`config.mk`:
```
export PLATFORM = sky130hd
export DESIGN_NAME = modbus_read_range_coalescer
export DESIGN_NICKNAME = d
export VERILOG_FILES = /design/src/hw/rtl/mrrc_pkg.sv /design/src/hw/rtl/mrrc_ram.sv /design/src/hw/rtl/modbus_read_range_coalescer.sv
export SDC_FILE = /design/constraint.sdc
export NUM_CORES = 1
export LEC_CHECK = 0
export ABC_AREA = 1
export BUFFER_PORTS_ARGS = -buffer_cell sky130_fd_sc_hd__buf_2
export CORE_MARGIN = 1.5
export CORE_UTILIZATION = 60
export DETAILED_ROUTE_END_ITERATION = 6
export PLACE_DENSITY = 0.89
export SLEW_MARGIN = 20
export SYNTH_ARGS = -nofsm -noshare
export SYNTH_HDL_FRONTEND = slang
export SYNTH_SLANG_ARGS = --single-unit
```
`constraint.sdc`:
```
create_clock -name clock -period 14.5 [get_ports clock]
set_input_delay 2.175 -clock clock [delete_from_list [all_inputs] [get_ports clock]]
set_output_delay 2.175 -clock clock [all_outputs]
set_load 0.005 [all_outputs]
```
`src/hw/rtl/mrrc_pkg.sv`:
```
// shared constants and types for the read range coalescer
`default_nettype none

package mrrc_pkg;

   localparam int ADDR_W     = 16;
   localparam int COUNT_W    = 8;
   localparam int STATION_W  = 8;
   localparam int AREA_W     = 2;
   localparam int GAP_W      = 7;
   localparam int CSR_IDX_W  = 2;
   localparam int CSR_DATA_W = 8;

   typedef logic [CSR_IDX_W-1:0] csr_idx_type;

   localparam csr_idx_type CSR_MAX_GAP = 2'd0;
   localparam csr_idx_type CSR_STATION = 2'd1;
   localparam csr_idx_type CSR_AREA    = 2'd2;

   localparam logic [GAP_W-1:0]     MAX_GAP_RST = 7'd2;
   localparam logic [STATION_W-1:0] STATION_RST = 8'd1;
   localparam logic [AREA_W-1:0]    AREA_RST    = 2'd0;

   localparam int RESULT_LIMIT = 64;
   localparam int RES_CNT_W    = 7;

   localparam int REQ_TDATA_W = 16;
   localparam int START_LSB   = 0;
   localparam int COUNT_LSB   = 16;
   localparam int STATION_LSB = 24;
   localparam int AREA_LSB    = 32;
   localparam int RSP_TDATA_W = 40;

endpackage

`default_nettype wire

```
`src/hw/rtl/mrrc_ram.sv`:
```
// generic single write port ram with registered read
`default_nettype none

module mrrc_ram #(
   parameter int WIDTH = 1,
   parameter int DEPTH = 2,
   localparam int AW = (DEPTH > 1) ? $clog2(DEPTH) : 1
) (
   input  wire logic             clock,
   input  wire logic             wr_en,
   input  wire logic [AW-1:0]    wr_addr,
   input  wire logic [WIDTH-1:0] wr_data,
   input  wire logic             rd_en,
   input  wire logic [AW-1:0]    rd_addr,
   output logic      [WIDTH-1:0] rd_data
);

   logic [WIDTH-1:0] mem_ff [DEPTH];
   logic [WIDTH-1:0] rd_data_ff;

   always_ff @(posedge clock) begin
      if (wr_en) begin
         mem_ff[wr_addr] <= wr_data;
      end
      if (rd_en) begin
         rd_data_ff <= mem_ff[rd_addr];
      end
   end

   assign rd_data = rd_data_ff;

endmodule

`default_nettype wire

```
`src/hw/rtl/modbus_read_range_coalescer.sv`:
```
// top level of the modbus read range coalescer
`default_nettype none

// Takes the variables of one station and area one beat at a time and, on the beat
// marked tlast, turns them into merged read requests. After the last beat the block is
// busy: a span check, then marking reads each variable from the variable ram and writes
// its cell (and the next for a two-register variable) in the cell bitmap ram, then the
// scan goes over span + max_gap + 1 cells, each with a read state and an evaluate state
// since the bitmap ram read is registered, and a closing state follows; a full result
// register makes it wait. An overflow group skips marking and scanning. After reset a
// clearing pass over all SPAN_CELLS cells zeroes the bitmap before the first beat is
// taken.
module modbus_read_range_coalescer #(
   parameter int MAX_VARS   = 64,
   parameter int SPAN_CELLS = 128
) (
   input  wire logic                                  clock,
   input  wire logic                                  reset,
   input  wire logic                                  req_tvalid,
   output logic                                       req_tready,
   input  wire logic [mrrc_pkg::REQ_TDATA_W-1:0]      req_tdata,  // var_address
   input  wire logic [0:0]                            req_tuser,  // is_double
   input  wire logic                                  req_tlast,
   output logic                                       rsp_tvalid,
   input  wire logic                                  rsp_tready,
   output logic      [mrrc_pkg::RSP_TDATA_W-1:0]      rsp_tdata,
   // rsp_tdata: start_address, cell_count, station, area, zero fill
   output logic      [0:0]                            rsp_tuser,  // overflow
   output logic                                       rsp_tlast,
   input  wire logic                                  csr_we,
   input  wire logic [mrrc_pkg::CSR_IDX_W-1:0]        csr_addr,
   input  wire logic [mrrc_pkg::CSR_DATA_W-1:0]       csr_wdata
);

   localparam int VAW = (MAX_VARS > 1) ? $clog2(MAX_VARS) : 1;
   localparam int VCW = $clog2(MAX_VARS + 1);
   localparam int CW  = $clog2(SPAN_CELLS);
   localparam int SW  = $clog2(SPAN_CELLS + 1);
   localparam int JW  = $clog2(SPAN_CELLS + (1 << mrrc_pkg::GAP_W));
   localparam int AW  = mrrc_pkg::ADDR_W;
   localparam int NW  = mrrc_pkg::COUNT_W;
   localparam int SPW = AW + 2;
   localparam int RW  = mrrc_pkg::RES_CNT_W;

   localparam logic [CW-1:0]  CELL_LAST = CW'(SPAN_CELLS - 1);
   localparam logic [VCW-1:0] VAR_CAP   = VCW'(MAX_VARS);
   localparam logic [SPW-1:0] SPAN_CAP  = SPW'(SPAN_CELLS);
   localparam logic [RW-1:0]  RES_CAP   = RW'(mrrc_pkg::RESULT_LIMIT);

   localparam logic [3:0] ST_CLEAR  = 4'd0;
   localparam logic [3:0] ST_LOAD   = 4'd1;
   localparam logic [3:0] ST_CHECK  = 4'd2;
   localparam logic [3:0] ST_MK_RD  = 4'd3;
   localparam logic [3:0] ST_MK_W0  = 4'd4;
   localparam logic [3:0] ST_MK_W1  = 4'd5;
   localparam logic [3:0] ST_SC_RD  = 4'd6;
   localparam logic [3:0] ST_SC_EV  = 4'd7;
   localparam logic [3:0] ST_FINISH = 4'd8;

   // control registers
   logic [3:0]     state_ff, state_in;
   logic [CW-1:0]  clr_idx_ff, clr_idx_in;
   logic [VCW-1:0] var_count_ff, var_count_in;
   logic           too_many_ff, too_many_in;
   logic           in_req_ff, in_req_in;
   logic           pend_valid_ff, pend_valid_in;
   logic [RW-1:0]  res_n_ff, res_n_in;
   logic           rsp_valid_ff, rsp_valid_in;
   logic [mrrc_pkg::GAP_W-1:0]     max_gap_ff, max_gap_in;
   logic [mrrc_pkg::STATION_W-1:0] station_ff, station_in;
   logic [mrrc_pkg::AREA_W-1:0]    area_ff, area_in;

   // group and scan payload registers
   logic [AW-1:0]  low_ff, low_in;
   logic [AW:0]    high_ff, high_in;
   logic [SW-1:0]  span_ff, span_in;
   logic [JW-1:0]  lim_ff, lim_in;
   logic [VAW-1:0] mk_idx_ff, mk_idx_in;
   logic [CW-1:0]  cell_ff, cell_in;
   logic [JW-1:0]  j_ff, j_in;
   logic [AW-1:0]  run_start_ff, run_start_in;
   logic [NW-1:0]  run_len_ff, run_len_in;
   logic [NW-1:0]  hole_ff, hole_in;
   logic [AW-1:0]  pend_start_ff, pend_start_in;
   logic [NW-1:0]  pend_count_ff, pend_count_in;
   logic [AW-1:0]  rsp_start_ff, rsp_start_in;
   logic [NW-1:0]  rsp_count_ff, rsp_count_in;
   logic [mrrc_pkg::STATION_W-1:0] rsp_station_ff, rsp_station_in;
   logic [mrrc_pkg::AREA_W-1:0]    rsp_area_ff, rsp_area_in;
   logic           rsp_last_ff, rsp_last_in;
   logic           rsp_ovf_ff, rsp_ovf_in;

   // ram ports
   logic           vwr_en, vrd_en;
   logic [VAW-1:0] vwr_addr, vrd_addr;
   logic [AW:0]    vwr_data, vrd_data;
   logic           uwr_en, urd_en;
   logic [CW-1:0]  uwr_addr, urd_addr;
   logic [0:0]     uwr_data, urd_data;

   // datapath
   logic           req_fire, out_free;
   logic [AW-1:0]  ld_addr;
   logic [AW:0]    ld_top;
   logic           ld_first;
   logic [SPW-1:0] span_full;
   logic           span_bad;
   logic [AW-1:0]  mk_diff;
   logic [CW-1:0]  mk_cell;
   logic [VCW-1:0] mk_next;
   logic           mk_done;
   logic           sc_in_span, sc_used;
   logic           sc_in_req_n, sc_close, sc_keep, sc_stall;
   logic [AW-1:0]  sc_start_n;
   logic [NW-1:0]  sc_run_n, sc_hole_n, sc_count;
   logic           push, push_last, push_ovf;
   logic [AW-1:0]  push_start;
   logic [NW-1:0]  push_count;

   mrrc_ram #(
      .WIDTH (AW + 1),
      .DEPTH (MAX_VARS)
   ) u_var_ram (
      .clock   (clock),
      .wr_en   (vwr_en),
      .wr_addr (vwr_addr),
      .wr_data (vwr_data),
      .rd_en   (vrd_en),
      .rd_addr (vrd_addr),
      .rd_data (vrd_data)
   );

   mrrc_ram #(
      .WIDTH (1),
      .DEPTH (SPAN_CELLS)
   ) u_cell_ram (
      .clock   (clock),
      .wr_en   (uwr_en),
      .wr_addr (uwr_addr),
      .wr_data (uwr_data),
      .rd_en   (urd_en),
      .rd_addr (urd_addr),
      .rd_data (urd_data)
   );

   assign req_tready = (state_ff == ST_LOAD);
   assign req_fire   = req_tvalid && req_tready;
   assign out_free   = !rsp_valid_ff || rsp_tready;

   assign ld_addr   = req_tdata;
   assign ld_top    = {1'b0, ld_addr} + (AW + 1)'(req_tuser[0]);
   assign ld_first  = (var_count_ff == '0) && !too_many_ff;
   assign span_full = {1'b0, high_ff} - {2'b00, low_ff} + SPW'(1);
   assign span_bad  = too_many_ff || (span_full > SPAN_CAP);
   assign mk_diff   = vrd_data[AW-1:0] - low_ff;
   assign mk_cell   = mk_diff[CW-1:0];
   assign mk_next   = VCW'(mk_idx_ff) + VCW'(1);
   assign mk_done   = (mk_next == var_count_ff);

   assign sc_in_span = j_ff < JW'(span_ff);
   assign sc_used    = sc_in_span && urd_data[0];

   // one scan step over the current cell
   always_comb begin
      sc_in_req_n = in_req_ff;
      sc_start_n  = run_start_ff;
      sc_run_n    = run_len_ff;
      sc_hole_n   = hole_ff;
      sc_close    = 1'b0;
      sc_count    = '0;
      if (in_req_ff) begin
         sc_run_n = run_len_ff + NW'(1);
         if (sc_used) begin
            sc_hole_n = '0;
         end else begin
            sc_hole_n = hole_ff + NW'(1);
         end
         if (sc_hole_n > NW'(max_gap_ff)) begin
            sc_close    = 1'b1;
            sc_count    = sc_run_n - sc_hole_n;
            sc_in_req_n = 1'b0;
            sc_hole_n   = '0;
         end
      end else if (sc_used) begin
         sc_in_req_n = 1'b1;
         sc_start_n  = low_ff + AW'(j_ff);
         sc_run_n    = NW'(1);
         sc_hole_n   = '0;
      end
   end

   assign sc_keep  = sc_close && (res_n_ff < RES_CAP);
   assign sc_stall = sc_keep && pend_valid_ff && !out_free;

   always_comb begin
      state_in      = state_ff;
      clr_idx_in    = clr_idx_ff;
      var_count_in  = var_count_ff;
      too_many_in   = too_many_ff;
      in_req_in     = in_req_ff;
      pend_valid_in = pend_valid_ff;
      res_n_in      = res_n_ff;
      low_in        = low_ff;
      high_in       = high_ff;
      span_in       = span_ff;
      lim_in        = lim_ff;
      mk_idx_in     = mk_idx_ff;
      cell_in       = cell_ff;
      j_in          = j_ff;
      run_start_in  = run_start_ff;
      run_len_in    = run_len_ff;
      hole_in       = hole_ff;
      pend_start_in = pend_start_ff;
      pend_count_in = pend_count_ff;
      vwr_en        = 1'b0;
      vwr_addr      = var_count_ff[VAW-1:0];
      vwr_data      = {req_tuser[0], ld_addr};
      vrd_en        = 1'b0;
      vrd_addr      = mk_idx_ff;
      uwr_en        = 1'b0;
      uwr_addr      = clr_idx_ff;
      uwr_data      = 1'b0;
      urd_en        = 1'b0;
      urd_addr      = j_ff[CW-1:0];
      push          = 1'b0;
      push_start    = pend_start_ff;
      push_count    = pend_count_ff;
      push_last     = 1'b0;
      push_ovf      = 1'b0;

      unique case (state_ff) inside
         ST_CLEAR: begin
            uwr_en = 1'b1;
            if (clr_idx_ff == CELL_LAST) begin
               state_in = ST_LOAD;
            end else begin
               clr_idx_in = clr_idx_ff + CW'(1);
            end
         end
         ST_LOAD: begin
            if (req_fire) begin
               if (ld_first) begin
                  low_in  = ld_addr;
                  high_in = ld_top;
               end else begin
                  if (ld_addr < low_ff) low_in = ld_addr;
                  if (ld_top > high_ff) high_in = ld_top;
               end
               if (var_count_ff < VAR_CAP) begin
                  vwr_en       = 1'b1;
                  var_count_in = var_count_ff + VCW'(1);
               end else begin
                  too_many_in = 1'b1;
               end
               if (req_tlast) state_in = ST_CHECK;
            end
         end
         ST_CHECK: begin
            if (span_bad) begin
               if (out_free) begin
                  push         = 1'b1;
                  push_start   = low_ff;
                  push_count   = '0;
                  push_last    = 1'b1;
                  push_ovf     = 1'b1;
                  var_count_in = '0;
                  too_many_in  = 1'b0;
                  low_in       = '0;
                  high_in      = '0;
                  state_in     = ST_LOAD;
               end
            end else begin
               span_in   = span_full[SW-1:0];
               lim_in    = JW'(span_full[SW-1:0]) + JW'(max_gap_ff);
               mk_idx_in = '0;
               state_in  = ST_MK_RD;
            end
         end
         ST_MK_RD: begin
            vrd_en   = 1'b1;
            state_in = ST_MK_W0;
         end
         ST_MK_W0, ST_MK_W1: begin
            uwr_en   = 1'b1;
            uwr_data = 1'b1;
            if (state_ff == ST_MK_W0) begin
               uwr_addr = mk_cell;
               cell_in  = mk_cell;
            end else begin
               uwr_addr = cell_ff + CW'(1);
            end
            if (state_ff == ST_MK_W0 && vrd_data[AW]) begin
               state_in = ST_MK_W1;
            end else if (mk_done) begin
               j_in          = '0;
               in_req_in     = 1'b0;
               run_start_in  = '0;
               run_len_in    = '0;
               hole_in       = '0;
               pend_valid_in = 1'b0;
               res_n_in      = '0;
               state_in      = ST_SC_RD;
            end else begin
               mk_idx_in = mk_next[VAW-1:0];
               state_in  = ST_MK_RD;
            end
         end
         ST_SC_RD: begin
            urd_en   = sc_in_span;
            state_in = ST_SC_EV;
         end
         ST_SC_EV: begin
            if (!sc_stall) begin
               in_req_in    = sc_in_req_n;
               run_start_in = sc_start_n;
               run_len_in   = sc_run_n;
               hole_in      = sc_hole_n;
               if (sc_keep) begin
                  push          = pend_valid_ff;
                  pend_start_in = run_start_ff;
                  pend_count_in = sc_count;
                  pend_valid_in = 1'b1;
                  res_n_in      = res_n_ff + RW'(1);
               end
               uwr_en   = sc_in_span;
               uwr_addr = j_ff[CW-1:0];
               if (j_ff == lim_ff) begin
                  state_in = ST_FINISH;
               end else begin
                  j_in     = j_ff + JW'(1);
                  state_in = ST_SC_RD;
               end
            end
         end
         ST_FINISH: begin
            if (!pend_valid_ff || out_free) begin
               push          = pend_valid_ff;
               push_last     = 1'b1;
               pend_valid_in = 1'b0;
               in_req_in     = 1'b0;
               var_count_in  = '0;
               too_many_in   = 1'b0;
               low_in        = '0;
               high_in       = '0;
               state_in      = ST_LOAD;
            end
         end
         default: begin
            state_in = ST_CLEAR;
         end
      endcase
   end

   // result register
   always_comb begin
      rsp_valid_in   = rsp_valid_ff;
      rsp_start_in   = rsp_start_ff;
      rsp_count_in   = rsp_count_ff;
      rsp_station_in = rsp_station_ff;
      rsp_area_in    = rsp_area_ff;
      rsp_last_in    = rsp_last_ff;
      rsp_ovf_in     = rsp_ovf_ff;
      if (push) begin
         rsp_valid_in   = 1'b1;
         rsp_start_in   = push_start;
         rsp_count_in   = push_count;
         rsp_station_in = station_ff;
         rsp_area_in    = area_ff;
         rsp_last_in    = push_last;
         rsp_ovf_in     = push_ovf;
      end else if (rsp_tready) begin
         rsp_valid_in = 1'b0;
      end
   end

   // register writes
   always_comb begin
      max_gap_in = max_gap_ff;
      station_in = station_ff;
      area_in    = area_ff;
      if (csr_we) begin
         case (csr_addr)
            mrrc_pkg::CSR_MAX_GAP: max_gap_in = csr_wdata[mrrc_pkg::GAP_W-1:0];
            mrrc_pkg::CSR_STATION: station_in = csr_wdata[mrrc_pkg::STATION_W-1:0];
            mrrc_pkg::CSR_AREA:    area_in    = csr_wdata[mrrc_pkg::AREA_W-1:0];
            default: begin
            end
         endcase
      end
   end

   always_ff @(posedge clock) begin
      if (reset) begin
         state_ff      <= ST_CLEAR;
         clr_idx_ff    <= '0;
         var_count_ff  <= '0;
         too_many_ff   <= 1'b0;
         in_req_ff     <= 1'b0;
         pend_valid_ff <= 1'b0;
         res_n_ff      <= '0;
         rsp_valid_ff  <= 1'b0;
         low_ff        <= '0;
         high_ff       <= '0;
         max_gap_ff    <= mrrc_pkg::MAX_GAP_RST;
         station_ff    <= mrrc_pkg::STATION_RST;
         area_ff       <= mrrc_pkg::AREA_RST;
      end else begin
         state_ff      <= state_in;
         clr_idx_ff    <= clr_idx_in;
         var_count_ff  <= var_count_in;
         too_many_ff   <= too_many_in;
         in_req_ff     <= in_req_in;
         pend_valid_ff <= pend_valid_in;
         res_n_ff      <= res_n_in;
         rsp_valid_ff  <= rsp_valid_in;
         low_ff        <= low_in;
         high_ff       <= high_in;
         max_gap_ff    <= max_gap_in;
         station_ff    <= station_in;
         area_ff       <= area_in;
      end
   end

   always_ff @(posedge clock) begin
      span_ff        <= span_in;
      lim_ff         <= lim_in;
      mk_idx_ff      <= mk_idx_in;
      cell_ff        <= cell_in;
      j_ff           <= j_in;
      run_start_ff   <= run_start_in;
      run_len_ff     <= run_len_in;
      hole_ff        <= hole_in;
      pend_start_ff  <= pend_start_in;
      pend_count_ff  <= pend_count_in;
      rsp_start_ff   <= rsp_start_in;
      rsp_count_ff   <= rsp_count_in;
      rsp_station_ff <= rsp_station_in;
      rsp_area_ff    <= rsp_area_in;
      rsp_last_ff    <= rsp_last_in;
      rsp_ovf_ff     <= rsp_ovf_in;
   end

   assign rsp_tvalid = rsp_valid_ff;
   assign rsp_tdata  = mrrc_pkg::RSP_TDATA_W'({rsp_area_ff, rsp_station_ff,
                                               rsp_count_ff, rsp_start_ff});
   assign rsp_tuser  = rsp_ovf_ff;
   assign rsp_tlast  = rsp_last_ff;

endmodule

`default_nettype wire

```
==> qor.json <==
{
  "final_critical_path_setup_slack_ns": 8.36,
  "combinationalPowerShare_pct": 10.0,
  "gr-usage-all-layers_pct": 30.1,
  "vdd_drop_max_mv": 0.117,
  "final_gp_congestion": 0.910,
  "cts_htree_levels": 3,
  "skew_ns": 0.0570,
  "postCtsSetupRepairBufs": 0,
  "drt-initial-drc-count": 4921,
  "antennaDiodeCount": 0,
  "timing.max_slew.rel_slack_pct": 23.6,
  "critical_path.endpoint_type": "flop",
  "vias": 29674,
  "fillers": 4230,
  "setup-violations-final": 0,
  "grt_first_pass_wirelength_mm": 156,
  "power.share.clock_pct": 40.5,
  "viasPerCell": 6.46,
  "wl_per_cell_um": 22.1,
  "synth_enable_flop_cells": 778,
  "critPathRequiredTime_ns": 15.03,
  "switching_share_pct": 24.6,
  "grt_start_max_net_pins": 146,
  "p_leak_uw": 0.0157,
  "cts-root-to-sink-buffers": 3,
  "hpwl_mm": 59.0,
  "worstSkewPairLatency_ns": 0.67,
  "yosysSeqAreaShare_pct": 63.9,
  "wirelength_mm": 101,
  "power_report.internal_total_uw": 4150,
  "run_status": "finished clean",
  "place.port_buffers": 70,
  "cts-hold-fix-buffers": 0,
  "max_freq_mhz": 163,
  "timing_worst_slew_pin_value_ns": 1.15,
  "primary_flip_flop_cell_chosen_by_synthesis_mapping": "sky130_fd_sc_hd__edfxtp_1",
  "die_y_um": 258,
  "synthesis.area_um2": 39000,
  "min_path_type": "flop to flop",
  "timing.critical_path.fanout_max": 67,
  "nets": 3824,
  "start_util_pct": 60.6,
  "numCtsBuffers": 84,
  "synth_cell_type_count": 44,
  "ff2ff_path_depth": 21,
  "fin_setup_tns_ns": 0,
  "cell_at_the_root_of_the_clock_tree": "sky130_fd_sc_hd__clkbuf_16",
  "cts.reportedPaths.clkPinSlew_ns": 0.06,
  "seq_power_share_pct": 49.5,
  "final.min_clock_period_ns": 6.14,
  "final_min_period_over_clock_period_pct": 42.3,
  "drt_pass1_iterations": 7,
  "report.final.slew_viol_count": 0,
  "detailedPlace.worstSlack_ns": 7.36,
  "std_cell_rows": 93,
  "clock_tree_from_tritoncts": "done",
  "cts.sink_count": 857,
  "post_cts_resized": 0,
  "power_density_nw_per_um2": 129,
  "grt.overflow.total": 0,
  "post_route_cells_drive_above_1_share_pct": 6.90,
  "synth_cells": 3658,
  "grt_pass1_vias": 28798,
  "type_of_the_worst_setup_path": "input pin to flop",
  "max-cap-violations": 0,
  "detail_route.drc_violations": 0,
  "core_area_um2": 64300,
  "layout-area-overhead-vs-synth_pct": 9.77,
  "worst_ep_arrival_time_ns": 6.67,
  "num_io_pins": 77,
  "final_antenna_net_count": 0,
  "synth-seq-cells": 857,
  "synth-async-reset-ratio_pct": 0,
  "post_synthesis_mean_instance_area_um2": 10.7,
  "floorplan.die_area_um2": 66600,
  "grt_antenna_before_repair": 1,
  "grt_setup_unrepaired": "no",
  "timing.hold.worst_path_depth": 0,
  "net_load_switching_power_uw": 1350,
  "cp-start-kind": "input pin",
  "die_w_um": 258,
  "timing.final.hold_violations": 0,
  "yosysWarnings": 0
}
==> logic make-up after synthesis <==
kind of cell	count (synthesis)	synth area share (%)
AOI/OAI and AO/OA	754	11.4
DFF	857	63.9
xor gates and xnor gates	60	1.35
other	1	0.00961
adders and majority gates	122	4.01
and+or+nand+nor	1402	14.8
buffers and inverters	462	4.56
==> sequential cells by signal, summed over array words and instances (netlist names), 7 cells and up <==
signal             flops
run_len_ff             8
rsp_station_ff         8
low_ff                16
u_cell_ram.mem_ff    128
run_start_ff          16
rsp_start_ff          16
station_ff             8
u_var_ram.mem_ff     512
cell_ff                7
max_gap_ff             7
u_var_ram.rd_data      8
res_n_ff               7
pend_count_ff          8
hole_ff                8
var_count_ff           7
j_ff                   8
span_ff                8
lim_ff                 8
high_ff               17
rsp_count_ff           8
clr_idx_ff             7
pend_start_ff         16
==> Yosys cell counts (3+ instances only) <==
library cell / n / area, µm²
sky130_fd_sc_hd__a211oi_1: 3 / 22.5
sky130_fd_sc_hd__a21oi_1: 145 / 726
sky130_fd_sc_hd__a31oi_1: 7 / 43.8
sky130_fd_sc_hd__buf_1: 6 / 22.5
sky130_fd_sc_hd__buf_2: 17 / 85.1
sky130_fd_sc_hd__buf_4: 6 / 45.0
sky130_fd_sc_hd__clkbuf_1: 154 / 578
sky130_fd_sc_hd__clkinv_1: 5 / 18.8
sky130_fd_sc_hd__dfxtp_1: 79 / 1580
sky130_fd_sc_hd__edfxtp_1: 778 / 23400
sky130_fd_sc_hd__fa_1: 5 / 100
sky130_fd_sc_hd__ha_1: 117 / 1460
sky130_fd_sc_hd__inv_1: 273 / 1020
sky130_fd_sc_hd__nand2_1: 383 / 1440
sky130_fd_sc_hd__nand2_2: 4 / 25.0
sky130_fd_sc_hd__nand3_1: 206 / 1030
sky130_fd_sc_hd__nand3_2: 7 / 70.1
sky130_fd_sc_hd__nand3b_1: 5 / 37.5
sky130_fd_sc_hd__nand4_1: 24 / 150
sky130_fd_sc_hd__nand4_2: 3 / 37.5
sky130_fd_sc_hd__nor2_1: 736 / 2760
sky130_fd_sc_hd__nor2_2: 3 / 18.8
sky130_fd_sc_hd__nor3_1: 24 / 120
sky130_fd_sc_hd__o211ai_1: 9 / 67.6
sky130_fd_sc_hd__o21a_1: 7 / 52.6
sky130_fd_sc_hd__o21ai_0: 402 / 2010
sky130_fd_sc_hd__o21bai_1: 9 / 67.6
sky130_fd_sc_hd__o221ai_1: 137 / 1200
sky130_fd_sc_hd__o22ai_1: 24 / 150
sky130_fd_sc_hd__o31ai_1: 6 / 45.0
sky130_fd_sc_hd__or2_2: 3 / 18.8
sky130_fd_sc_hd__xnor2_1: 18 / 158
sky130_fd_sc_hd__xor2_1: 42 / 368
==> placed cells by master, fill, tap and decap left out, types with 18 or more instances in the layout <==
cell / synthesis / final
sky130_fd_sc_hd__buf_2: 17 / 70
sky130_fd_sc_hd__nand4_1: 24 / 24
sky130_fd_sc_hd__dfxtp_1: 79 / 79
sky130_fd_sc_hd__xor2_1: 42 / 42
sky130_fd_sc_hd__buf_4: 6 / 31
sky130_fd_sc_hd__edfxtp_1: 778 / 778
sky130_fd_sc_hd__clkinv_1: 5 / 23
sky130_fd_sc_hd__o22ai_1: 24 / 24
sky130_fd_sc_hd__nor3_1: 24 / 24
sky130_fd_sc_hd__o21ai_0: 402 / 402
sky130_fd_sc_hd__clkbuf_1: 154 / 19
sky130_fd_sc_hd__clkbuf_16: 0 / 86
sky130_fd_sc_hd__ha_1: 117 / 117
sky130_fd_sc_hd__nand2_1: 383 / 383
sky130_fd_sc_hd__nor2_1: 736 / 733
sky130_fd_sc_hd__inv_1: 273 / 268
sky130_fd_sc_hd__nand3_1: 206 / 205
sky130_fd_sc_hd__xnor2_1: 18 / 18
sky130_fd_sc_hd__a21oi_1: 145 / 145
sky130_fd_sc_hd__o221ai_1: 137 / 137
==> stage by stage <==
| step | hold WS, ns | power, µW | instances | instance area (µm²) | util, % |
|---|---|---|---|---|---|
| 3_3_place_gp | 0.401 | 3290 | 4438 | 40000 | 62.2 |
| 4_1_cts | 0.417 | 5480 | 4596 | 42800 | 66.6 |
| 5_1_grt | 0.423 | 5660 | 4596 | 42800 | 66.6 |
| 6_report | 0.416 | 5510 | 4596 | 42800 | 66.6 |
| 3_5_place_dp | 0.406 | 3300 | 4438 | 40000 | 62.2 |
| 2_1_floorplan | 0.400 | 3160 | 3664 | 39000 | - |
==> power by group through the flow <==
stage               combinational, µW  clock, µW  sequential [µW]
finish                            551       2230             2730
global route                      615       2320             2730
CTS                               536       2220             2730
detailed placement                526          0             2780
global placement                  510          0             2780
floorplan                         385          0             2770
==> worst paths after layout <==
path / from / to / slack [ns]
worst min-delay path: run_start_ff[9] / pend_start_ff[9] / 0.42
worst min register to register: run_start_ff[9] / pend_start_ff[9] / 0.42
worst max register to register: j_ff[5] / u_cell_ram.mem_ff[55] / 9.46
worst max-delay path: req_tdata[0] / high_ff[16] / 8.36
==> worst max-delay path: stages <==
cell	delay, ns
sky130_fd_sc_hd__buf_2	0.08
sky130_fd_sc_hd__buf_4	0.59
sky130_fd_sc_hd__ha_1	0.30
sky130_fd_sc_hd__ha_1	0.20
sky130_fd_sc_hd__nand2_1	0.06
sky130_fd_sc_hd__nor2_1	0.22
sky130_fd_sc_hd__nand4_1	0.15
sky130_fd_sc_hd__nor2_1	0.20
sky130_fd_sc_hd__nand2_1	0.11
sky130_fd_sc_hd__nor2_1	0.16
sky130_fd_sc_hd__nand3_1	0.15
sky130_fd_sc_hd__nor2_1	0.15
sky130_fd_sc_hd__xor2_1	0.11
sky130_fd_sc_hd__ha_1	0.31
sky130_fd_sc_hd__nand3_1	0.10
sky130_fd_sc_hd__nor2_1	0.20
sky130_fd_sc_hd__inv_1	0.07
sky130_fd_sc_hd__o21ai_0	0.17
sky130_fd_sc_hd__nand2_1	0.07
sky130_fd_sc_hd__nand2_1	0.09
sky130_fd_sc_hd__nand3_2	0.52
sky130_fd_sc_hd__a21oi_1	0.34
sky130_fd_sc_hd__nor2_1	0.07
==> layout make-up <==
class | instances | area (µm²) | area share, %
clock buffers | 109 | 2280 | 5.32
clock inverters | 49 | 542 | 1.26
inverters | 279 | 1050 | 2.46
multi-input cells | 2345 | 12400 | 28.8
flip-flops and latches | 857 | 24900 | 58.2
well taps | 855 | 1070 | 2.50
repair buffers | 102 | 594 | 1.39
==> routing by layer <==
| layer | vias up | track usage, % | share of wire, % |
|---|---|---|---|
| met4 | 2 | 15.2 | 5.1 |
| met3 | 437 | 6.80 | 12 |
| li1 | 12947 | - | - |
| met5 | - | 0 | 0.013 |
| met1 | 13971 | 38.1 | 35 |
| met2 | 2317 | 49.0 | 47 |
Power figures use the tool's default switching activity.
